### config.mk
export PLATFORM = sky130hd
export DESIGN_NAME = encoder_distance_speed
export DESIGN_NICKNAME = d
export VERILOG_FILES = /design/src/hw/rtl/eds_pkg.sv /design/src/hw/rtl/encoder_distance_speed.sv /design/src/hw/rtl/eds_div.sv
export SDC_FILE = /design/constraint.sdc
export NUM_CORES = 2
export LEC_CHECK = 0
export ABC_AREA = 1
export BUFFER_PORTS_ARGS = -buffer_cell sky130_fd_sc_hd__buf_2
export CAP_MARGIN = 20
export CORE_MARGIN = 3
export CORE_UTILIZATION = 34
export CTS_BUF_LIST = sky130_fd_sc_hd__clkbuf_2
export CTS_CLUSTER_DIAMETER = 100
export DETAILED_ROUTE_END_ITERATION = 6
export PLACE_DENSITY = 0.49
export SETUP_SLACK_MARGIN = 0.3
export SLEW_MARGIN = 20
export SYNTH_ARGS = -nofsm -noshare
export SYNTH_HDL_FRONTEND = slang
export SYNTH_SLANG_ARGS = --single-unit
### constraint.sdc
create_clock -name clock -period 33.6 [get_ports clock]
set_clock_uncertainty 0.1 [all_clocks]
set_input_delay 8.4 -clock clock [delete_from_list [all_inputs] [get_ports clock]]
set_output_delay 8.4 -clock clock [all_outputs]
set_load 0.01 [all_outputs]
### src/hw/rtl/eds_pkg.sv
package eds_pkg;

   // Number of encoders served; the select field is one bit wide.
   localparam int NUM_ENC = 2;

   // Field widths.
   localparam int COEFF_W = 32;
   localparam int CNT_W   = 16;
   localparam int TIME_W  = 16;
   localparam int TOT_W   = 32;
   localparam int DIST_W  = 64;
   localparam int DDIST_W = 48;
   localparam int SPEED_W = 48;

   // Serial multiplier: one coefficient bit per cycle.
   localparam int MUL_STEPS = COEFF_W;
   localparam int SCALE_W   = 20;
   localparam logic [SCALE_W-1:0] MICROS_PER_SEC = 20'd1000000;
   localparam int SP_MC_W = CNT_W + SCALE_W;
   localparam int SP_P_W  = SP_MC_W + COEFF_W;

   // Serial divider: dividend is (|delta distance| * 10^6) / 256.
   localparam int DIV_NUM_W = 58;
   localparam int DIV_QUO_W = SPEED_W;
   localparam int DIV_DEN_W = TIME_W;
   localparam int DIV_SHIFT = 8;

   localparam logic [SPEED_W-1:0] SPEED_POS_MAX = 48'h7FFF_FFFF_FFFF;
   localparam logic [SPEED_W-1:0] SPEED_NEG_MAX = 48'h8000_0000_0000;

   // Configuration port.
   localparam int CSR_ADDR_W = 3;
   localparam int CSR_DATA_W = 32;
   localparam logic [CSR_ADDR_W-1:0] REG_COEFF_0   = 3'd0;
   localparam logic [CSR_ADDR_W-1:0] REG_COEFF_1   = 3'd1;
   localparam logic [CSR_ADDR_W-1:0] REG_INVERT_0  = 3'd2;
   localparam logic [CSR_ADDR_W-1:0] REG_INVERT_1  = 3'd3;
   localparam logic [CSR_ADDR_W-1:0] REG_ZERO_POS  = 3'd4;

   localparam logic [COEFF_W-1:0] COEFF_0_RESET  = 32'sd1345010;
   localparam logic [COEFF_W-1:0] COEFF_1_RESET  = -32'sd1375463;
   localparam logic [CNT_W-1:0]   ZERO_POS_RESET = 16'd32768;

   // Item kinds.
   localparam logic KIND_READ  = 1'b0;
   localparam logic KIND_CLEAR = 1'b1;

   typedef struct packed {
      logic done;
      logic overflow;
   } div_stat_type;

   typedef enum logic [4:0] {
      ST_IDLE = 5'b00001,
      ST_PREP = 5'b00010,
      ST_MUL  = 5'b00100,
      ST_DIV  = 5'b01000,
      ST_DONE = 5'b10000
   } state_type;

endpackage

### src/hw/rtl/encoder_distance_speed.sv
// Position and speed for two wheel encoders.
// Request channel (req_): one word per item. tuser carries the item kind
// (read or clear) and the encoder number; tdata carries the sampled counter
// and the microsecond timestamp. A read gives one response word; a clear
// only zeroes that encoder's running count and gives none.
// Response channel (rsp_): tuser carries the encoder number, tdata carries
// distance, delta distance and speed, all Q24 or Q16 fixed point.
// Configuration (csr_): a write with csr_wr_en high stores csr_wdata into the
// register at csr_addr; unknown addresses are ignored. Write only when idle.
// Sequence: a read passes through a setup step, the bit-serial multiplier, a
// divider load step, the bit-serial divider and the done state before its
// result enters the output register; when the quotient cannot fit in 48 bits
// the divider ends at its load step. One read is in work at a time, so a read
// holds the block until its result enters the output register. A clear item
// is done at acceptance and leaves the block idle.
// The response sits in an output register, so a new item is accepted while
// the receiver stalls; only the next read's result waits for that register.
// Synchronous reset restores the register defaults, zeroes both running
// counts and timestamps, and drops any pending response.
module encoder_distance_speed (
   input  logic         clock,
   input  logic         reset,
   // Request channel.
   input  logic         req_tvalid,
   output logic         req_tready,
   input  logic [31:0]  req_tdata,   // [15:0] counter_value, [31:16] time_us
   input  logic [1:0]   req_tuser,   // [0] kind, [1] encoder_select
   // Response channel.
   output logic         rsp_tvalid,
   input  logic         rsp_tready,
   output logic [159:0] rsp_tdata,   // [63:0] distance, [111:64] delta distance,
                                     // [159:112] speed
   output logic [0:0]   rsp_tuser,   // [0] encoder_id
   // Configuration port.
   input  logic                              csr_wr_en,
   input  logic [eds_pkg::CSR_ADDR_W-1:0]    csr_addr,
   input  logic [eds_pkg::CSR_DATA_W-1:0]    csr_wdata
);

   localparam int COEFF_W = eds_pkg::COEFF_W;
   localparam int CNT_W   = eds_pkg::CNT_W;
   localparam int TIME_W  = eds_pkg::TIME_W;
   localparam int TOT_W   = eds_pkg::TOT_W;
   localparam int DIST_W  = eds_pkg::DIST_W;
   localparam int DDIST_W = eds_pkg::DDIST_W;
   localparam int SPEED_W = eds_pkg::SPEED_W;
   localparam int SP_MC_W = eds_pkg::SP_MC_W;
   localparam int SP_P_W  = eds_pkg::SP_P_W;
   localparam int MSTEP_W = $clog2(eds_pkg::MUL_STEPS);

   // Configuration registers.
   logic [COEFF_W-1:0] coeff_0_ff;
   logic [COEFF_W-1:0] coeff_1_ff;
   logic               invert_0_ff;
   logic               invert_1_ff;
   logic [CNT_W-1:0]   zero_pos_ff;

   // Per-encoder state.
   logic [TIME_W-1:0]  last_time_ff   [eds_pkg::NUM_ENC];
   logic [TOT_W-1:0]   total_count_ff [eds_pkg::NUM_ENC];

   eds_pkg::state_type state_ff, state_in;

   // Item registers.
   logic               enc_ff;
   logic [TOT_W-1:0]   tot_ff;
   logic [CNT_W-1:0]   delta_ff;
   logic [COEFF_W-1:0] coeff_ff;
   logic               inv_ff;
   logic [TIME_W-1:0]  dt_ff;
   logic               sd_ff;
   logic               sdd_ff;

   // Serial multiplier registers: three products share the coefficient bits.
   logic [TOT_W-1:0]   mc_tot_ff;
   logic [CNT_W-1:0]   mc_dd_ff;
   logic [SP_MC_W-1:0] mc_sp_ff;
   logic [TOT_W-1:0]   hi_tot_ff;
   logic [CNT_W-1:0]   hi_dd_ff;
   logic [SP_MC_W-1:0] hi_sp_ff;
   logic [COEFF_W-1:0] lo_tot_ff;
   logic [COEFF_W-1:0] lo_dd_ff;
   logic [COEFF_W-1:0] lo_sp_ff;
   logic [MSTEP_W-1:0] mstep_ff;
   logic               div_start_ff;

   // Output register.
   logic               rsp_valid_ff;
   logic               rsp_id_ff;
   logic [DIST_W-1:0]  rsp_dist_ff;
   logic [DDIST_W-1:0] rsp_ddist_ff;
   logic [SPEED_W-1:0] rsp_speed_ff;

   logic               req_fire;
   logic               req_kind;
   logic               req_sel;
   logic [CNT_W-1:0]   req_cnt;
   logic [TIME_W-1:0]  req_now;
   logic               enc_ok;
   logic [CNT_W-1:0]   delta_in;
   logic [TOT_W-1:0]   tot_in;
   logic [TIME_W-1:0]  elapsed;
   logic [TIME_W-1:0]  dt_in;

   logic [TOT_W-1:0]   tot_abs;
   logic [COEFF_W-1:0] coeff_abs;
   logic [CNT_W-1:0]   delta_abs;
   logic [SP_MC_W-1:0] sp_mc_in;

   logic               mbit;
   logic [TOT_W:0]     sum_tot;
   logic [CNT_W:0]     sum_dd;
   logic [SP_MC_W:0]   sum_sp;
   logic               mul_last;

   logic [DIST_W-1:0]  p_tot;
   logic [DDIST_W-1:0] p_dd;
   logic [SP_P_W-1:0]  p_sp;
   logic [DIST_W-1:0]  dist_out;
   logic [DDIST_W-1:0] ddist_out;
   logic [SPEED_W-1:0] speed_out;
   logic               speed_sat;
   logic               rsp_load;

   eds_pkg::div_stat_type           div_stat;
   logic [eds_pkg::DIV_QUO_W-1:0]   div_quo;

   // Request decode and the per-encoder update done at acceptance.
   assign req_tready = (state_ff == eds_pkg::ST_IDLE);
   assign req_fire   = req_tvalid && req_tready;
   assign req_kind   = req_tuser[0];
   assign req_sel    = req_tuser[1];
   assign req_cnt    = req_tdata[CNT_W-1:0];
   assign req_now    = req_tdata[CNT_W+TIME_W-1:CNT_W];
   assign enc_ok     = 32'(req_sel) < 32'(eds_pkg::NUM_ENC);

   assign delta_in = req_cnt - zero_pos_ff;
   assign tot_in   = total_count_ff[req_sel] + {{(TOT_W-CNT_W){delta_in[CNT_W-1]}}, delta_in};
   assign elapsed  = req_now - last_time_ff[req_sel];
   // A zero elapsed time counts as the longest interval the timer can show.
   assign dt_in    = (elapsed == '0) ? '1 : elapsed;

   // Magnitudes for the unsigned serial multiplier; the signs are kept aside.
   assign tot_abs   = tot_ff[TOT_W-1] ? -tot_ff : tot_ff;
   assign coeff_abs = coeff_ff[COEFF_W-1] ? -coeff_ff : coeff_ff;
   assign delta_abs = delta_ff[CNT_W-1] ? -delta_ff : delta_ff;
   assign sp_mc_in  = SP_MC_W'(delta_abs) * SP_MC_W'(eds_pkg::MICROS_PER_SEC);

   // One shift-and-add step: the low coefficient bit selects the multiplicand,
   // and each product shifts right by one bit into its low register.
   assign mbit     = lo_tot_ff[0];
   assign sum_tot  = {1'b0, hi_tot_ff} + (mbit ? {1'b0, mc_tot_ff} : '0);
   assign sum_dd   = {1'b0, hi_dd_ff} + (mbit ? {1'b0, mc_dd_ff} : '0);
   assign sum_sp   = {1'b0, hi_sp_ff} + (mbit ? {1'b0, mc_sp_ff} : '0);
   assign mul_last = (mstep_ff == MSTEP_W'(eds_pkg::MUL_STEPS - 1));

   assign p_tot = {hi_tot_ff, lo_tot_ff};
   assign p_dd  = {hi_dd_ff, lo_dd_ff};
   assign p_sp  = {hi_sp_ff, lo_sp_ff};

   // The speed dividend is |delta distance| * 10^6 / 256, the divisor the
   // elapsed microseconds.
   eds_div u_div (
      .clock    (clock),
      .reset    (reset),
      .start    (div_start_ff),
      .dividend (p_sp[eds_pkg::DIV_NUM_W+eds_pkg::DIV_SHIFT-1:eds_pkg::DIV_SHIFT]),
      .divisor  (dt_ff),
      .stat     (div_stat),
      .quotient (div_quo)
   );

   // Results get their signs back here. A negative speed saturates to a value
   // one step further from zero than a positive one does.
   assign dist_out  = sd_ff ? -p_tot : p_tot;
   assign ddist_out = sdd_ff ? -p_dd : p_dd;
   assign speed_sat = div_stat.overflow || div_quo[SPEED_W-1];

   always_comb begin
      if (sdd_ff) begin
         speed_out = speed_sat ? eds_pkg::SPEED_NEG_MAX : -div_quo;
      end else begin
         speed_out = speed_sat ? eds_pkg::SPEED_POS_MAX : div_quo;
      end
   end

   assign rsp_load = (state_ff == eds_pkg::ST_DONE) && (!rsp_valid_ff || rsp_tready);

   always_comb begin
      state_in = state_ff;
      case (state_ff)
         eds_pkg::ST_IDLE: begin
            if (req_fire && enc_ok && (req_kind == eds_pkg::KIND_READ)) begin
               state_in = eds_pkg::ST_PREP;
            end
         end
         eds_pkg::ST_PREP: begin
            state_in = eds_pkg::ST_MUL;
         end
         eds_pkg::ST_MUL: begin
            if (mul_last) begin
               state_in = eds_pkg::ST_DIV;
            end
         end
         eds_pkg::ST_DIV: begin
            if (div_stat.done) begin
               state_in = eds_pkg::ST_DONE;
            end
         end
         eds_pkg::ST_DONE: begin
            if (rsp_load) begin
               state_in = eds_pkg::ST_IDLE;
            end
         end
         default: begin
            state_in = eds_pkg::ST_IDLE;
         end
      endcase
   end

   always_ff @(posedge clock) begin
      if (reset) begin
         state_ff     <= eds_pkg::ST_IDLE;
         mstep_ff     <= '0;
         div_start_ff <= 1'b0;
         rsp_valid_ff <= 1'b0;
      end else begin
         state_ff     <= state_in;
         div_start_ff <= (state_ff == eds_pkg::ST_MUL) && mul_last;
         if (state_ff == eds_pkg::ST_PREP) begin
            mstep_ff <= '0;
         end else if (state_ff == eds_pkg::ST_MUL) begin
            mstep_ff <= mstep_ff + 1'b1;
         end
         if (rsp_load) begin
            rsp_valid_ff <= 1'b1;
         end else if (rsp_tready) begin
            rsp_valid_ff <= 1'b0;
         end
      end
   end

   // Configuration registers.
   always_ff @(posedge clock) begin
      if (reset) begin
         coeff_0_ff  <= eds_pkg::COEFF_0_RESET;
         coeff_1_ff  <= eds_pkg::COEFF_1_RESET;
         invert_0_ff <= 1'b0;
         invert_1_ff <= 1'b0;
         zero_pos_ff <= eds_pkg::ZERO_POS_RESET;
      end else if (csr_wr_en) begin
         case (csr_addr)
            eds_pkg::REG_COEFF_0:  coeff_0_ff  <= csr_wdata[COEFF_W-1:0];
            eds_pkg::REG_COEFF_1:  coeff_1_ff  <= csr_wdata[COEFF_W-1:0];
            eds_pkg::REG_INVERT_0: invert_0_ff <= csr_wdata[0];
            eds_pkg::REG_INVERT_1: invert_1_ff <= csr_wdata[0];
            eds_pkg::REG_ZERO_POS: zero_pos_ff <= csr_wdata[CNT_W-1:0];
            default: begin
            end
         endcase
      end
   end

   // Running counts and timestamps. A clear keeps the timestamp.
   always_ff @(posedge clock) begin
      if (reset) begin
         for (int i = 0; i < eds_pkg::NUM_ENC; i++) begin
            last_time_ff[i]   <= '0;
            total_count_ff[i] <= '0;
         end
      end else if (req_fire && enc_ok) begin
         if (req_kind == eds_pkg::KIND_CLEAR) begin
            total_count_ff[req_sel] <= '0;
         end else begin
            total_count_ff[req_sel] <= tot_in;
            last_time_ff[req_sel]   <= req_now;
         end
      end
   end

   // Datapath registers.
   always_ff @(posedge clock) begin
      if (state_ff == eds_pkg::ST_IDLE) begin
         enc_ff   <= req_sel;
         tot_ff   <= tot_in;
         delta_ff <= delta_in;
         coeff_ff <= req_sel ? coeff_1_ff : coeff_0_ff;
         inv_ff   <= req_sel ? invert_1_ff : invert_0_ff;
         dt_ff    <= dt_in;
      end
      if (state_ff == eds_pkg::ST_PREP) begin
         mc_tot_ff <= tot_abs;
         mc_dd_ff  <= delta_abs;
         mc_sp_ff  <= sp_mc_in;
         hi_tot_ff <= '0;
         hi_dd_ff  <= '0;
         hi_sp_ff  <= '0;
         lo_tot_ff <= coeff_abs;
         lo_dd_ff  <= coeff_abs;
         lo_sp_ff  <= coeff_abs;
         sd_ff     <= tot_ff[TOT_W-1] ^ coeff_ff[COEFF_W-1] ^ inv_ff;
         sdd_ff    <= delta_ff[CNT_W-1] ^ coeff_ff[COEFF_W-1] ^ inv_ff;
      end
      if (state_ff == eds_pkg::ST_MUL) begin
         hi_tot_ff <= sum_tot[TOT_W:1];
         hi_dd_ff  <= sum_dd[CNT_W:1];
         hi_sp_ff  <= sum_sp[SP_MC_W:1];
         lo_tot_ff <= {sum_tot[0], lo_tot_ff[COEFF_W-1:1]};
         lo_dd_ff  <= {sum_dd[0], lo_dd_ff[COEFF_W-1:1]};
         lo_sp_ff  <= {sum_sp[0], lo_sp_ff[COEFF_W-1:1]};
      end
      if (rsp_load) begin
         rsp_id_ff    <= enc_ff;
         rsp_dist_ff  <= dist_out;
         rsp_ddist_ff <= ddist_out;
         rsp_speed_ff <= speed_out;
      end
   end

   assign rsp_tvalid = rsp_valid_ff;
   assign rsp_tdata  = {rsp_speed_ff, rsp_ddist_ff, rsp_dist_ff};
   assign rsp_tuser  = rsp_id_ff;

endmodule

### src/hw/rtl/eds_div.sv
module eds_div (
   input  logic                             clock,
   input  logic                             reset,
   input  logic                             start,
   input  logic [eds_pkg::DIV_NUM_W-1:0]    dividend,
   input  logic [eds_pkg::DIV_DEN_W-1:0]    divisor,
   output eds_pkg::div_stat_type            stat,
   output logic [eds_pkg::DIV_QUO_W-1:0]    quotient
);

   localparam int NUM_W  = eds_pkg::DIV_NUM_W;
   localparam int QUO_W  = eds_pkg::DIV_QUO_W;
   localparam int DEN_W  = eds_pkg::DIV_DEN_W;
   localparam int STEP_W = $clog2(QUO_W);

   logic [DEN_W-1:0]  rem_ff;
   logic [QUO_W-1:0]  quo_ff;
   logic [STEP_W-1:0] step_ff;
   logic              busy_ff;
   logic              done_ff;
   logic              ovf_ff;

   logic [DEN_W:0]    trial;
   logic [DEN_W:0]    diff;
   logic              fits;
   logic              head_ovf;

   // The quotient fits in QUO_W bits only when the bits above it divide to zero.
   assign head_ovf = DEN_W'(dividend[NUM_W-1:QUO_W]) >= divisor;

   assign trial = {rem_ff, quo_ff[QUO_W-1]};
   assign diff  = trial - {1'b0, divisor};
   assign fits  = trial >= {1'b0, divisor};

   always_ff @(posedge clock) begin
      if (reset) begin
         busy_ff <= 1'b0;
         done_ff <= 1'b0;
         ovf_ff  <= 1'b0;
         step_ff <= '0;
      end else begin
         done_ff <= 1'b0;
         if (start) begin
            ovf_ff  <= head_ovf;
            busy_ff <= !head_ovf;
            done_ff <= head_ovf;
            step_ff <= '0;
         end else if (busy_ff) begin
            step_ff <= step_ff + 1'b1;
            if (step_ff == STEP_W'(QUO_W - 1)) begin
               busy_ff <= 1'b0;
               done_ff <= 1'b1;
            end
         end
      end
   end

   // Restoring division, one quotient bit per cycle; dividend bits shift out
   // of the top of the quotient register as quotient bits enter at the bottom.
   always_ff @(posedge clock) begin
      if (start) begin
         rem_ff <= DEN_W'(dividend[NUM_W-1:QUO_W]);
         quo_ff <= dividend[QUO_W-1:0];
      end else if (busy_ff) begin
         rem_ff <= fits ? diff[DEN_W-1:0] : trial[DEN_W-1:0];
         quo_ff <= {quo_ff[QUO_W-2:0], fits};
      end
   end

   assign stat.done     = done_ff;
   assign stat.overflow = ovf_ff;
   assign quotient      = quo_ff;

endmodule
==> flow_metrics.env <==
export IMPL_track_usage=0.195
export IMPL_syn_cell_area_um2=48200
export IMPL_cp_buffers_inverters=2
export IMPL_route_detailed_drc=0
export IMPL_grt_pass1_vias=38800
export IMPL_hold_path_class="reg2reg"
export IMPL_num_io_pins=237
export IMPL_grt_ovfl_total=0
export IMPL_cp_max_fo=39
export IMPL_ctsLongestPathBuffers=3
export IMPL_antenna_found_initial=6
export IMPL_coreArea_um2=140000
export IMPL_die_x_um=382
export IMPL_crit_type="reg2out"
export IMPL_critPathCaptureType="output pin"
export IMPL_cpMaxStageDelayCell="inv_4"
export IMPL_slew_headroom=0.265
export IMPL_synthArstFlopShare=0
export IMPL_num_vias=39800
export IMPL_cts_resized=0
export IMPL_rsz0062_at_grt="false"
export IMPL_grt_pass1_wl_um=223000
export IMPL_finalSetupTns_ps=0
export IMPL_start_util=0.344
export IMPL_fill_cells=14700
export IMPL_period_needed_ps=11670
export IMPL_crit_family="buffers and inverters"
export IMPL_via_per_inst=4.85
export IMPL_dp_hpwl_um=111000
export IMPL_grt_max_degree=78
export IMPL_num_rows=137
export IMPL_final_max_slew_violation_count=0
export IMPL_cts_tree="built"
export IMPL_routed_wl_um=145000
export IMPL_cts_root_buf="clkbuf_2"
export IMPL_synthTopCellsByArea="edfxtp_1, nand2_1, ha_1, nor2_1, inv_1"
export IMPL_drt_pre_antenna_iters=5
export IMPL_synth_edf_count=662
export IMPL_synth_area_per_cell_um2=8.29
export IMPL_drt_iter0_markers=2834
export IMPL_yosysTopAreaCellShare=0.413
export IMPL_r2r_slack_ps=26400
export IMPL_cp_start_kind="flop"
export IMPL_cts_buffers_inserted=210
export IMPL_clk_latency_ps=1660
export IMPL_path_cells="nor2_1 > nand4_1 > inv_4 > buf_2"
export IMPL_htreeDepth=4
export IMPL_drive_gt1_frac=0.110
export IMPL_finalHoldViolCount=0
export IMPL_nNetsFinal=6575
export IMPL_setup_viol=0
export IMPL_ys_dominant_reg_cell="edfxtp_1"
export IMPL_synth_top_cell_by_area="edfxtp_1"
export IMPL_tightest_slew_ps=1090
export IMPL_ys_seq_elements=771
export IMPL_drv_cap=0
export IMPL_fmax_mhz=85.7
export IMPL_die_y_um=382
export IMPL_post_cts_buffers=0
export IMPL_ys_seq_area_frac=0.458
export IMPL_outcome="complete, no violations"
export IMPL_post_route_period_util=0.347
export IMPL_cts_sinks=771
export IMPL_yosys_warnings=0
export IMPL_cts_hold_buf=0
export IMPL_area_delta_synth_final_pct=11.0
export IMPL_worstPathArrival_ps=3170
export IMPL_avgRoutedWirePerCell_um=17.6
export IMPL_synthCells=5814
export IMPL_die_area_um2=146000
export IMPL_place_congestion=0.913
export IMPL_cts_clk_slew_worst_paths_ps=100
export IMPL_cpPeakStageDelay_ps=480
export IMPL_synth_cell_types=57
export IMPL_worstPathRequired_ps=25100
export IMPL_synth_nets=6226
export IMPL_postRouteAntennaNets=0
export IMPL_io_buffers=236
cell usage after synthesis (59+ instances only):
library cell and n:
a21oi_1 312, clkbuf_1 104, dfxtp_1 109, edfxtp_1 662, fa_1 59, ha_1 279, inv_1 721, nand2_1 1462
nand3_1 279, nand4_1 78, nor2_1 729, nor3_1 81, o21ai_0 389, xor2_1 221
sequential cells by signal, indices dropped and copies added, names as in the netlist, 24 cells and up:
| name | flops |
|---|---|
| lo_tot_ff | 32 |
| lo_sp_ff | 24 |
| total_count_ff | 64 |
| coeff_1_ff | 32 |
| u_div.quotient | 48 |
| tot_ff | 32 |
| coeff_0_ff | 32 |
| hi_sp_ff | 36 |
| coeff_ff | 32 |
| rsp_ddist_ff | 48 |
| hi_tot_ff | 32 |
| lo_dd_ff | 32 |
| mc_tot_ff | 32 |
| mc_sp_ff | 27 |
| last_time_ff | 32 |
| rsp_speed_ff | 48 |
| rsp_dist_ff | 64 |
logic make-up (layout without fill, tap and decap cells):
family          after synthesis  count (layout)  share of synthesized area
compound gates              820             820                     0.0910
xor+xnor                    256             256                     0.0467
fa+ha+maj                   338             338                     0.0970
buf+inv                     863            1379                     0.0682
flops                       771             771                      0.458
mux                          13              13                    0.00270
other cells                   0              10                          0
simple gates               2753            2753                      0.237
through the flow:
| stage | setup WS [ps] | utilization | hold WS, ps | instance area, um2 | cells |
|---|---|---|---|---|---|
| 4_1_cts | 21540 | 0.382 | 323 | 53400 | 8206 |
| 2_1_floorplan | 17660 | - | 300 | 48200 | 5814 |
| 6_report | 21930 | 0.382 | 324 | 53500 | 8216 |
| 5_1_grt | 21430 | 0.382 | 319 | 53500 | 8215 |
| 3_5_place_dp | 21260 | 0.368 | 308 | 51500 | 7827 |
| 3_3_place_gp | 21310 | 0.368 | 303 | 51500 | 7827 |
area by class of cell:
type                            instances  area [um2]  share of cell area
Antenna cell                           10        25.0            0.000468
Multi-Input combinational cell       4180       22900               0.428
Timing Repair Buffer                  274        1470              0.0275
Sequential cell                       771       22100               0.413
Clock inverter                         69         403             0.00753
Clock buffer                          310        1550              0.0290
Tap cell                             1876        2350              0.0439
Inverter                              726        2730              0.0510
worst register-to-register path, delay by kind of cell (launching register included):
family                   cells  cell delay, ps
AND/OR/NAND/NOR              5             700
adder cells (fa/ha/maj)      8            3280
flip-flops                   1             680
buffers and inverters        5             580
AO/OA/AOI/OAI                4             670
XOR/XNOR                     2             940
per-layer routing:
layer | track usage | routed length, um | vias up
li1 | - | - | 20100
met1 | 0.279 | 70200 | 18600
met2 | 0.302 | 63800 | 991
met3 | 0.0365 | 8110 | 173
met4 | 0.0530 | 2660 | 2
met5 | 0 | 13 | -
cells in the final DEF (no fill, tap or decap), types with 7 or more instances in the layout:
master and count:
nand2_1 1460, nor2_1 726, inv_1 716, edfxtp_1 662, o21ai_0 389, a21oi_1 312
clkbuf_2 310, nand3_1 279, ha_1 279, buf_2 235, xor2_1 221, dfxtp_1 108
nor3_1 79, nand4_1 78, fa_1 59, clkinv_1 43, buf_4 39, xnor2_1 34
nand3b_1 23, a21o_1 20, o21a_1 20, or2_2 18, and2_1 17, nor4_1 16
o211ai_1 14, clkinv_2 14, o21bai_1 13, mux2i_1 13, o21ai_1 12, nor2_2 11
a31oi_1 11, diode_2 10, nand2_2 10, nor3_2 8, inv_2 7, o31ai_1 7
final timing paths:
| kind | from | to | cells past startpoint |
|---|---|---|---|
| setup / recovery | state_ff[2] | req_tready | 4 |
| hold / removal | enc_ff | rsp_tuser | 0 |
| setup reg to reg | delta_ff[0] | mc_sp_ff[32] | 24 |
| hold reg to reg | enc_ff | rsp_tuser | 0 |
Power is not shown: default switching activity piles up to over one toggle a cycle in this logic, so the estimate is an artifact.
